### config.mk
export PLATFORM = sky130hd
export DESIGN_NAME = bds_face_reconstruct_1d
export DESIGN_NICKNAME = d
export VERILOG_FILES = /design/src/rtl/core/bfr1d_pkg.sv /design/src/rtl/core/bds_face_reconstruct_1d.sv
export SDC_FILE = /design/constraint.sdc
export NUM_CORES = 2
export LEC_CHECK = 0
export BUFFER_PORTS_ARGS = -buffer_cell sky130_fd_sc_hd__buf_2
export CAP_MARGIN = 20
export CORE_MARGIN = 1
export CORE_UTILIZATION = 45
export DETAILED_ROUTE_END_ITERATION = 10
export SLEW_MARGIN = 30
export SYNTH_ARGS = -nofsm -noshare
export SYNTH_HDL_FRONTEND = slang
export SYNTH_SLANG_ARGS = --single-unit
export TNS_END_PERCENT = 1
### constraint.sdc
create_clock -name clk -period 15.55 [get_ports clk]
set_input_delay 1.555 -clock clk [delete_from_list [all_inputs] [get_ports clk]]
set_output_delay 1.555 -clock clk [all_outputs]
set_load 0.005 [all_outputs]
### src/rtl/core/bfr1d_pkg.sv
// package for the limited cubic face reconstruction block
// holds the sequencer states, register indexes, fixed widths and the divide-by-three digit step
// no dependencies
package bfr1d_pkg;

    localparam int OUT_WIDTH       = 32;
    localparam int IN_WIDTH        = 32;
    localparam int LIMIT_WIDTH     = 4;
    localparam int TOL_WIDTH       = 16;
    localparam int CFG_DATA_WIDTH  = 16;
    localparam int CFG_INDEX_WIDTH = 1;
    localparam int FILL_WIDTH      = 3;

    localparam logic [CFG_INDEX_WIDTH-1:0] CFG_ITER_LIMIT = 1'd0;
    localparam logic [CFG_INDEX_WIDTH-1:0] CFG_TOLERANCE  = 1'd1;

    localparam logic [LIMIT_WIDTH-1:0] LIMIT_RESET = 4'd6;
    localparam logic [TOL_WIDTH-1:0]   TOL_RESET   = 16'd1;
    localparam logic [FILL_WIDTH-1:0]  FILL_FULL   = 3'd4;

    typedef enum logic [3:0] {
        S_IDLE,
        S_PREP,
        S_DIV,
        S_SHIFT,
        S_CLAMP,
        S_EVAL,
        S_MOVE,
        S_DONE
    } bfr_state_t;

    // one radix-16 digit of an unsigned divide by three
    // returns {quotient nibble, new remainder}
    function automatic logic [5:0] div3_digit(input logic [1:0] rem, input logic [3:0] nib);
        logic [2:0] t;
        logic [1:0] r;
        logic [3:0] q;
        r = rem;
        q = '0;
        for (int i = 3; i >= 0; i--)
        begin
            t = {r, nib[i]};
            if (t >= 3'd3)
            begin
                t    = t - 3'd3;
                q[i] = 1'b1;
            end
            r = t[1:0];
        end
        return {q, r};
    endfunction

endpackage

### src/rtl/core/bds_face_reconstruct_1d.sv
// Limited cubic (BDS style) face reconstruction along one grid line, top level
// uses bfr1d_pkg for states, register indexes and the divide-by-three digit step
//
// Cells stream in one word at a time; a word with line_start set begins a new line. From the
// fifth cell of a line on, each cell e yields one word with the left and right faces of the
// cell two places back. One shared divide-by-three unit, four quotient bits per cycle, forms
// both cubic estimates in turn; then the mean shift, the clamp and the limiter follow; the
// limiter runs at most iteration_limit passes, each pass a move state and an eval state. The
// divide works on DIGITS = ceil((VALUE_WIDTH+5)/4) digits (10 at the default width). A cell
// that yields a word also stays busy while the word before still waits in the output
// register. A cell that yields nothing is stored without leaving the idle state. A finished
// word waits in the output register while the next cell is taken in.
module bds_face_reconstruct_1d
    import bfr1d_pkg::*;
#(
    parameter int VALUE_WIDTH = 32
)
(
    input  logic                       clk,
    input  logic                       rst_n,
    input  logic                       cfg_we,
    input  logic [CFG_INDEX_WIDTH-1:0] cfg_index,
    input  logic [CFG_DATA_WIDTH-1:0]  cfg_data,
    input  logic                       in_valid,
    output logic                       in_ready,
    input  logic signed [IN_WIDTH-1:0] cell_value,
    input  logic                       line_start,
    output logic                       out_valid,
    input  logic                       out_ready,
    output logic signed [OUT_WIDTH-1:0] left_face,
    output logic signed [OUT_WIDTH-1:0] right_face
);

    localparam int VW     = VALUE_WIDTH;
    localparam int IW     = (VW < IN_WIDTH) ? VW : IN_WIDTH;
    localparam int NW     = VW + 5;
    localparam int MW     = 4 * ((VW + 8) / 4);
    localparam int DIGITS = MW / 4;
    localparam int DCW    = $clog2(DIGITS);
    localparam int FW     = VW + 4;
    localparam int LW     = ((FW > TOL_WIDTH + 1) ? FW : TOL_WIDTH + 1) + 2;
    localparam int OW     = (VW > OUT_WIDTH) ? VW : OUT_WIDTH;
    localparam logic [DCW-1:0] DCNT_LAST = DCW'(DIGITS - 1);

    // control state
    bfr_state_t              state_reg, state_next;
    logic [FILL_WIDTH-1:0]   fill_reg;
    logic [LIMIT_WIDTH-1:0]  lim_reg;
    logic [TOL_WIDTH-1:0]    tol_reg;
    logic [DCW-1:0]          dcnt_reg;
    logic [LIMIT_WIDTH-1:0]  pass_reg;
    logic                    sel_reg;
    logic                    out_valid_reg;

    // payload
    logic signed [VW-1:0]    win_reg [4];
    logic signed [VW-1:0]    a_reg;
    logic [MW-1:0]           mag_reg;
    logic [1:0]              rem_reg;
    logic                    neg_reg;
    logic signed [FW-1:0]    lf_reg, rf_reg;
    logic                    up_reg, cl_reg, cr_reg;
    logic signed [LW-1:0]    corr_reg;
    logic signed [OUT_WIDTH-1:0] left_out_reg, right_out_reg;

    logic                    accept;
    logic                    load_out;
    logic [FILL_WIDTH-1:0]   fill_eff;
    logic signed [VW-1:0]    e_val;

    logic signed [VW-1:0]    op_o, op_p, op_q, op_r;
    logic signed [NW-1:0]    sum_pq, sum_or, num, n4, mag_in;
    logic [5:0]              digit;
    logic [MW-1:0]           mag_nx;
    logic signed [MW:0]      quot_s;
    logic signed [FW-1:0]    quot_f;

    logic signed [FW-1:0]    s_f, b_f, d_f;
    logic signed [FW:0]      face_sum;
    logic signed [FW:0]      shift_v;
    logic signed [FW-1:0]    lo_l, hi_l, lo_r, hi_r;

    logic signed [LW-1:0]    l_w, r_w, s_w, tol_w;
    logic signed [LW-1:0]    diff, abs_diff, dl, dr, adl, adr, step_l, step_r;
    logic                    up, cl, cr;

    assign accept   = in_valid && in_ready;
    assign fill_eff = line_start ? '0 : fill_reg;
    assign e_val    = VW'($signed(cell_value[IW-1:0]));

    // cubic operands: left uses a,b,s,d and right b,s,d,e (window already shifted)
    always_comb
    begin
        if (sel_reg)
        begin
            op_o = win_reg[0];
            op_p = win_reg[1];
            op_q = win_reg[2];
            op_r = win_reg[3];
        end
        else
        begin
            op_o = a_reg;
            op_p = win_reg[0];
            op_q = win_reg[1];
            op_r = win_reg[2];
        end
    end

    assign sum_pq = NW'(op_p) + NW'(op_q);
    assign sum_or = NW'(op_o) + NW'(op_r);
    assign num    = (sum_pq <<< 3) - sum_pq - sum_or;
    assign n4     = num >>> 2;
    // floor(n/3) for negative n is ~floor(~n/3)
    assign mag_in = n4[NW-1] ? ~n4 : n4;

    assign digit  = div3_digit(rem_reg, mag_reg[MW-1 -: 4]);
    assign mag_nx = {mag_reg[MW-5:0], digit[5:2]};
    assign quot_s = neg_reg ? ~$signed({1'b0, mag_nx}) : $signed({1'b0, mag_nx});
    assign quot_f = FW'(quot_s);

    // centre cell and neighbours after the window shift
    assign b_f      = FW'(win_reg[0]);
    assign s_f      = FW'(win_reg[1]);
    assign d_f      = FW'(win_reg[2]);
    assign face_sum = (FW+1)'(lf_reg) + (FW+1)'(rf_reg);
    assign shift_v  = (FW+1)'(s_f) - (face_sum >>> 1);
    assign lo_l     = (b_f < s_f) ? b_f : s_f;
    assign hi_l     = (b_f < s_f) ? s_f : b_f;
    assign lo_r     = (d_f < s_f) ? d_f : s_f;
    assign hi_r     = (d_f < s_f) ? s_f : d_f;

    // limiter
    assign l_w      = LW'(lf_reg);
    assign r_w      = LW'(rf_reg);
    assign s_w      = LW'(s_f);
    assign tol_w    = LW'($signed({1'b0, tol_reg}));
    assign diff     = l_w + r_w - (s_w <<< 1);
    assign abs_diff = (diff < 0) ? -diff : diff;
    assign up       = diff > 0;
    assign dl       = l_w - s_w;
    assign dr       = r_w - s_w;
    assign cl       = up ? (dl > tol_w) : (dl < -tol_w);
    assign cr       = up ? (dr > tol_w) : (dr < -tol_w);
    assign adl      = (dl < 0) ? -dl : dl;
    assign adr      = (dr < 0) ? -dr : dr;
    assign step_l   = (corr_reg < adl) ? corr_reg : adl;
    assign step_r   = (corr_reg < adr) ? corr_reg : adr;

    // next state
    always_comb
    begin
        state_next = state_reg;
        case (state_reg)
            S_IDLE:
            begin
                if (in_valid && fill_eff == FILL_FULL)
                begin
                    state_next = S_PREP;
                end
            end
            S_PREP:
            begin
                state_next = S_DIV;
            end
            S_DIV:
            begin
                if (dcnt_reg == DCNT_LAST)
                begin
                    state_next = sel_reg ? S_SHIFT : S_PREP;
                end
            end
            S_SHIFT:
            begin
                state_next = S_CLAMP;
            end
            S_CLAMP:
            begin
                state_next = S_EVAL;
            end
            S_EVAL:
            begin
                if (pass_reg == lim_reg || !(cl || cr))
                begin
                    state_next = S_DONE;
                end
                else
                begin
                    state_next = S_MOVE;
                end
            end
            S_MOVE:
            begin
                state_next = S_EVAL;
            end
            S_DONE:
            begin
                if (!out_valid_reg || out_ready)
                begin
                    state_next = S_IDLE;
                end
            end
            default:
            begin
                state_next = S_IDLE;
            end
        endcase
    end

    // outputs of the sequencer
    always_comb
    begin
        in_ready = 1'b0;
        load_out = 1'b0;
        case (state_reg)
            S_IDLE:
            begin
                in_ready = 1'b1;
            end
            S_DONE:
            begin
                load_out = !out_valid_reg || out_ready;
            end
            default:
            begin
                in_ready = 1'b0;
                load_out = 1'b0;
            end
        endcase
    end

    // control registers
    always_ff @(posedge clk or negedge rst_n)
    begin
        if (!rst_n)
        begin
            state_reg     <= S_IDLE;
            fill_reg      <= '0;
            lim_reg       <= LIMIT_RESET;
            tol_reg       <= TOL_RESET;
            dcnt_reg      <= '0;
            pass_reg      <= '0;
            sel_reg       <= 1'b0;
            out_valid_reg <= 1'b0;
        end
        else
        begin
            state_reg <= state_next;
            if (cfg_we)
            begin
                if (cfg_index == CFG_ITER_LIMIT)
                begin
                    lim_reg <= cfg_data[LIMIT_WIDTH-1:0];
                end
                if (cfg_index == CFG_TOLERANCE)
                begin
                    tol_reg <= cfg_data[TOL_WIDTH-1:0];
                end
            end
            if (accept)
            begin
                sel_reg <= 1'b0;
                if (fill_eff != FILL_FULL)
                begin
                    fill_reg <= fill_eff + 1'b1;
                end
                else
                begin
                    fill_reg <= fill_eff;
                end
            end
            if (state_reg == S_PREP)
            begin
                dcnt_reg <= '0;
            end
            if (state_reg == S_DIV)
            begin
                dcnt_reg <= dcnt_reg + 1'b1;
                if (dcnt_reg == DCNT_LAST)
                begin
                    sel_reg <= 1'b1;
                end
            end
            if (state_reg == S_CLAMP)
            begin
                pass_reg <= '0;
            end
            if (state_reg == S_MOVE)
            begin
                pass_reg <= pass_reg + 1'b1;
            end
            if (load_out)
            begin
                out_valid_reg <= 1'b1;
            end
            else if (out_ready)
            begin
                out_valid_reg <= 1'b0;
            end
        end
    end

    // datapath registers
    always_ff @(posedge clk)
    begin
        if (accept)
        begin
            if (fill_eff == FILL_FULL)
            begin
                a_reg      <= win_reg[0];
                win_reg[0] <= win_reg[1];
                win_reg[1] <= win_reg[2];
                win_reg[2] <= win_reg[3];
                win_reg[3] <= e_val;
            end
            else
            begin
                win_reg[fill_eff[1:0]] <= e_val;
            end
        end
        case (state_reg)
            S_PREP:
            begin
                neg_reg <= n4[NW-1];
                mag_reg <= MW'(mag_in);
                rem_reg <= '0;
            end
            S_DIV:
            begin
                mag_reg <= mag_nx;
                rem_reg <= digit[1:0];
                if (dcnt_reg == DCNT_LAST)
                begin
                    if (sel_reg)
                    begin
                        rf_reg <= quot_f;
                    end
                    else
                    begin
                        lf_reg <= quot_f;
                    end
                end
            end
            S_SHIFT:
            begin
                lf_reg <= FW'((FW+1)'(lf_reg) + shift_v);
                rf_reg <= FW'((FW+1)'(rf_reg) + shift_v);
            end
            S_CLAMP:
            begin
                lf_reg <= (lf_reg < lo_l) ? lo_l : ((lf_reg > hi_l) ? hi_l : lf_reg);
                rf_reg <= (rf_reg < lo_r) ? lo_r : ((rf_reg > hi_r) ? hi_r : rf_reg);
            end
            S_EVAL:
            begin
                up_reg   <= up;
                cl_reg   <= cl;
                cr_reg   <= cr;
                corr_reg <= (cl && cr) ? (abs_diff >>> 1) : abs_diff;
            end
            S_MOVE:
            begin
                if (cl_reg)
                begin
                    lf_reg <= FW'(up_reg ? (l_w - step_l) : (l_w + step_l));
                end
                if (cr_reg)
                begin
                    rf_reg <= FW'(up_reg ? (r_w - step_r) : (r_w + step_r));
                end
            end
            default:
            begin
            end
        endcase
        if (load_out)
        begin
            left_out_reg  <= OUT_WIDTH'(OW'(lf_reg));
            right_out_reg <= OUT_WIDTH'(OW'(rf_reg));
        end
    end

    assign out_valid  = out_valid_reg;
    assign left_face  = left_out_reg;
    assign right_face = right_out_reg;

    a_fill_range: assert property (@(posedge clk) disable iff (!rst_n)
        fill_reg <= FILL_FULL)
        else $error("window fill count out of range");

    a_busy_not_ready: assert property (@(posedge clk) disable iff (!rst_n)
        (state_reg != S_IDLE) |-> !in_ready)
        else $error("input taken while a cell is in work");

    a_pass_limit: assert property (@(posedge clk) disable iff (!rst_n)
        (state_reg == S_MOVE) |-> (pass_reg < lim_reg))
        else $error("limiter ran past its pass limit");

    a_clamp_bounds: assert property (@(posedge clk) disable iff (!rst_n)
        (state_reg == S_EVAL && pass_reg == '0) |->
            (lf_reg >= lo_l && lf_reg <= hi_l && rf_reg >= lo_r && rf_reg <= hi_r))
        else $error("clamped face outside its neighbour bounds");

endmodule
# Word level (Yosys, flattened, before mapping)
# Memories as Yosys holds them, arrays and structs flattened.
# Index checks and enable logic that the tools add are counted.
# W data, S select, Z words.
[word_totals] latch_bits=0 rom_bits=0 wordCells=182 register_bits=289 out_inout_bits=66 ram_bits=128 inputBits=55 n_memories=1
[op_classes] n_addsub=27 mul=0 eq_ne=20 n_bitwise=3 reduce_logical=21 shift=0 mux=70 n_div=0 magnitude_cmp=20
[mem_list] name="win_reg" words=4 width=32 rd=4 rd_clocked_by_memory_dff=0 wr=4 line="bds_face_reconstruct_1d.sv:56" rtl="logic signed [VW-1:0] win_reg [4];"
[op_table] operator="$mux W36" n=19
[op_table] operator="$pmux W36 S4" n=2
[op_table] operator="$mux W32" n=5
[op_table] operator="$add A36 B36 Y36" n=4
[op_table] operator="$mux W38" n=3
[op_table] operator="$pmux W40 S2" n=1
[op_table] operator="$lt A37 B38 Y1" n=2
[op_table] operator="$lt A38 B38 Y1" n=2
[op_table] operator="$neg A37 Y38" n=2
[op_table] operator="$add A36 B36 Y37" n=2
[op_table] operator="$gt A37 B17 Y1" n=2
[op_table] operator="$lt A37 B1 Y1 const B" n=2
[op_table] operator="$mux W37" n=2
[op_table] operator="$sub A36 B32 Y37" n=2
[op_table] operator="$gt A36 B36 Y1" n=2
[op_table] operator="$lt A36 B36 Y1" n=2
[op_table] operator="$sub A36 B36 Y36" n=2
[op_table] operator="$add A32 B32 Y33" n=2
[op_table] operator="$lt A32 B32 Y1" n=2
[op_table] operator="$gt A38 B1 Y1 const B" n=1
[op_table] operator="$lt A38 B1 Y1 const B" n=1
[op_table] operator="$neg A16 Y38" n=1
[op_table] operator="$neg A38 Y38" n=1
[op_table] operator="$sub A37 B33 Y38" n=1
[op_table] operator="37 further kinds" n=96

# Longest topological paths before layout
[depth] ltp_word=13 ltp_mapped=54 depth_no_buf=48

# Worst setup path after synthesis
# OpenSTA, ideal clock, no wires.
[synth_path] path_kind="flip-flop to flip-flop" from="reg rf_reg[1]" to="reg rf_reg[34] (data pin)" period_less_slack_ns=11.471 setup_time_ns=0.276 n_path_buf=6 arrival_ns=11.195 required_time_ns=15.274 stages_incl_launch_ff=52 setup_slack_ns=4.079 cell_sequence="edfxtp_1 inv_1 fa_1 nand2b_1 a21boi_1 o21ai_4 o41a_2 xor2_4 inv_2 or3_4 nor4_2 nand4_1 a21oi_1 nor2_1 ha_1 and3_1 a221o_1 a21o_1 (+16 left out) ha_1 o21a_1 o21a_1 and3_1 a221o_1 a41oi_1 a2111oi_0 a2111oi_0 o41ai_1 and2_1 o211ai_1 a21boi_0 o21ai_0 a21oi_1 a41o_1 nor2_1 mux2i_1 o2111ai_1"
[synth_via] elab_chain_cells=9 elab_cells_between_ends=16 classes_between="add/sub (7); order compare (3); mux (6)"
[synth_rtl] item="start, declared" line="bds_face_reconstruct_1d.sv:61" rtl="logic signed [FW-1:0] lf_reg, rf_reg;"
[synth_rtl] item="start signal, assigned" line="bds_face_reconstruct_1d.sv:336" rtl="rf_reg <= quot_f;"
[synth_rtl] item="start signal, assigned" line="bds_face_reconstruct_1d.sv:347" rtl="rf_reg <= FW'((FW+1)'(rf_reg) + shift_v);"
[synth_rtl] item="start signal, assigned" line="bds_face_reconstruct_1d.sv:352" rtl="rf_reg <= (rf_reg < lo_r) ? lo_r : ((rf_reg > hi_r) ? hi_r : rf_reg);"
[synth_rtl] item="$sub A36 B32 Y37" line="bds_face_reconstruct_1d.sv:142" rtl="assign dr = r_w - s_w;"
[synth_rtl] item="$neg A37 Y38 or $lt A37 B1 Y1 (tied branches)" line="bds_face_reconstruct_1d.sv:146" rtl="assign adr = (dr < 0) ? -dr : dr;"
[synth_rtl] item="$mux W38" line="bds_face_reconstruct_1d.sv:146"
[synth_rtl] item="$lt A38 B38 Y1" line="bds_face_reconstruct_1d.sv:148" rtl="assign step_r = (corr_reg < adr) ? corr_reg : adr;"
[synth_rtl] item="$mux W36" line="bds_face_reconstruct_1d.sv:148"
[synth_rtl] item="$add A36 B36 Y36 or $sub A36 B36 Y36 (tied branches)" line="bds_face_reconstruct_1d.sv:369" rtl="rf_reg <= FW'(up_reg ? (r_w - step_r) : (r_w + step_r));"
[synth_rtl] item="$mux W36" line="bds_face_reconstruct_1d.sv:369"
[synth_rtl] item="$mux W36" line="bds_face_reconstruct_1d.sv:367" rtl="if (cr_reg)"
[synth_rtl] item="$pmux W36 S4 *" line="bds_face_reconstruct_1d.sv:321" rtl="case (state_reg)"
# Every way passes the cells marked *; elsewhere a longest branch is shown, timed or not. The select of a mux whose other input is x is not followed.
# A chain may end at the register's enable or synchronous reset.

==> results.txt <==
Via Count - 50,630
Worst clock skew on the final layout - 33.65 ps
Number of routed nets with antenna violations - 0
Failing checks - DRC
Chip Width - 352.7 um
Required time of the critical path - 15,960 ps
Critical path class - flip-flop to flip-flop
Global-route wire length before repair - 306.1 mm
Sum of net half-perimeters after detailed placement - 170.6 mm
Height of the die - 352.7 um
Sequential cell area fraction in the yosys report - 22.26%
Cell count after synthesis - 6,329
Endpoint with the worst hold slack - left_face[0]
Initial DRC Count - 5,015
Clk sink count - 416
Number of buffers added by the clock tree synthesis step - 55
Slowest stage cell on the critical path - sky130_fd_sc_hd__a2111oi_2
Total global routing track utilization - 32.53%
Nets@finish - 7,237
Post-placement cell area - 57,760 um2
Pins over their slew limit - 0
Leftover overflow at the end of global routing - 0
Max Fanout on Critical Path - 29
Kind of path behind the tightest hold check - flip-flop to flip-flop
Endpoint arrival time on the critical path - 14,230 ps
Routed WL per cell - 25.98 um
Gp weighted congestion - 0.9649
Maximum number of pins on one net before global-route repair - 104
Synth warn - 0
Buffers on Ports - 120
Sum of routed wire length over all layers - 208.5 mm
Final setup TNS - 0 ps
Post-Syn Area - 55,330 um2
I/O pins - 121
Post-Syn Area per Cell - 8.742 um2
Core area - 121,900 um2
Area of the die - 124,400 um2
Primary FF master, synth - sky130_fd_sc_hd__edfxtp_1
Count of buffer and inverter cells on the critical path - 1
Setup-violating endpoint count in the final report - 0
Count of endpoints failing hold in the final timing report - 0
Post-CTS Repair Setup Buffers - 0
Initial Util - 45.40%
FF+latch count, synth - 416
Crit-path most repeated cell - sky130_fd_sc_hd__a21oi_1
Number of flip-flops in the largest register - 128
Capture point of the worst reg-to-reg path - rf_reg[34]
Source-to-sink clock delay at the later pin of the worst-skew pair - 700 ps
Part of the cycle the worst path needs - 88.91%
Setup repair after global routing missed its margin - no
Site Rows - 128
Capturing element type of the critical path - flip-flop
Antenna violations before repair - 5
Beginning of the worst hold path - lf_reg[0]
R2R setup slack - 1720 ps
Tightest Pin Transition - 1041 ps
TritonCTS clock tree - done
H-tree level count - 2
Startpoint types - flip-flop
Outcome - complete, but fails checks
Final min period - 13,830 ps
Worst-case clock buffer depth - 3
Slew HR - 29.87%
Fraction of final layout cells with drive strength greater than 1 - 8.905%
Async set-or-reset flop fraction in the synthesized netlist - 8.654%
Cell chosen for the clock root - sky130_fd_sc_hd__clkbuf_16
Area growth, synth to finish - 7.759%
CP top delay family - compound AO/OA/AOI/OAI gates
Highest achievable clock rate - 0.07233 GHz
Post-synthesis cell type count - 121
R2R depth - 46
Drt pass-1 iters - 9
Drt drc - 1
Count of hold-fix buffers inserted at cts - 0
Via-to-Cell Ratio - 6.308
Hold depth - 0
Number of flops mapped to enable cells by yosys - 380
Reg clk slew, reported paths - 60 ps
Antenna cells - 0
Max Cap Violations - 0
Critical R2R Launch - win_reg[1][8]
Via count of the first global-routing pass - 47,790
Final design instance area without fill - 59,620 um2
CTS resizes - 0
Largest stage delay, worst path - 760 ps
-- cell usage after synthesis, drive strengths merged (19+ instances only) --
library cell,number,share of area (%)
and2,54,0.61
mux2i,256,4.6
o21bai,38,0.52
nand4,117,1.3
o21a,78,1.1
nor4,36,0.44
dfrtp,33,1.5
xnor2,354,5.6
or4,20,0.28
mux2,165,3.4
nor3,153,1.4
o21ai,366,3.3
inv,395,2.7
and4,21,0.33
nor2b,93,1.1
nand2b,102,1.2
clkbuf,156,1.1
nand2,397,2.7
and3,65,0.73
buf,56,0.48
a21boi,20,0.27
a211oi,53,0.74
or3,72,0.83
a21oi,503,4.6
xor2,147,2.4
or2,33,0.37
a31oi,63,0.71
a2111oi,21,0.39
edfxtp,380,21
nand3,119,1.1
a211o,19,0.30
fa,108,3.9
o31ai,43,0.62
ha,719,16
a21o,207,2.8
a221o,51,0.92
nor2,471,3.2
o211ai,54,0.74
o2111ai,19,0.30
-- cell families (layout without fill, tap and decap cells) --
family | after synthesis | in the layout | share of synthesized area [%]
compound gates | 1739 | 1739 | 20.80
xor+xnor | 502 | 502 | 8.019
fa+ha+maj | 827 | 827 | 20.17
buf+inv | 607 | 678 | 4.226
flops | 416 | 416 | 22.26
mux | 421 | 421 | 7.989
other cells | 1 | 2 | 0.006777
simple gates | 1816 | 1816 | 16.53
-- how the worst max path moves through the flow --
stage | startpoint | end | cells past startpoint
floorplan | rf_reg[1] | rf_reg[34] | 51
global placement | win_reg[1][8] | rf_reg[34] | 46
detailed placement | win_reg[1][9] | rf_reg[34] | 46
CTS | win_reg[1][9] | rf_reg[34] | 46
global route | win_reg[1][9] | rf_reg[34] | 46
finish | win_reg[1][8] | rf_reg[34] | 46
-- metal layers --
metal / wire, um / global-route usage [%] / vias up
met4: 8205 / 11.70 / 2
met1: 93890 / 46.77 / 24550
li1: - / - / 23620
met3: 16220 / 3.405 / 317
met2: 90170 / 50.22 / 2135
met5: 13 / 0 / -
-- worst register-to-register path: cells and delay by family, from the launching register on --
family / cells / cell delay (ps)
AND/OR/NAND/NOR: 15 / 2830
buffers and inverters: 1 / 260
multiplexers: 2 / 950
XOR/XNOR: 1 / 360
adder cells (fa/ha/maj): 3 / 1220
flip-flops: 1 / 550
AO/OA/AOI/OAI: 24 / 7390
-- layout make-up --
class / count / area, um2
well taps: 1625 / 2033
repair buffers: 180 / 1064
inverters: 395 / 1483
clock buffers: 69 / 1470
flip-flops and latches: 416 / 12320
clock inverters: 34 / 381.6
multi-input cells: 5307 / 40870
fillers: 11640 / 62250
-- stage by stage --
step           util, %  hold WS, ps  cells  setup slack, ps
3_5_place_dp     47.40        523.3   7923             2058
4_1_cts          48.91        523.6   8026             2017
6_report         48.92        524.3   8026             1725
5_1_grt          48.92        554.3   8026            895.7
2_1_floorplan        -        478.6   6330             4079
3_3_place_gp     47.37        489.1   7923             2232
-- layout by cell type (no fill, tap or decap), types with 108 or more instances in the layout --
cell type / synthesis / final
sky130_fd_sc_hd__a21o_1: 207 / 207
sky130_fd_sc_hd__a21oi_1: 500 / 497
sky130_fd_sc_hd__buf_2: 28 / 120
sky130_fd_sc_hd__edfxtp_1: 380 / 380
sky130_fd_sc_hd__fa_1: 108 / 108
sky130_fd_sc_hd__ha_1: 719 / 719
sky130_fd_sc_hd__inv_1: 389 / 388
sky130_fd_sc_hd__mux2_2: 164 / 163
sky130_fd_sc_hd__mux2i_1: 256 / 254
sky130_fd_sc_hd__nand2_1: 396 / 393
sky130_fd_sc_hd__nand3_1: 119 / 118
sky130_fd_sc_hd__nand4_1: 116 / 116
sky130_fd_sc_hd__nor2_1: 470 / 465
sky130_fd_sc_hd__nor3_1: 151 / 148
sky130_fd_sc_hd__o21ai_0: 339 / 339
sky130_fd_sc_hd__xnor2_1: 353 / 351
sky130_fd_sc_hd__xor2_1: 146 / 146
Power is not shown: default switching activity piles up to over one toggle a cycle in this logic, so the estimate is an artifact.
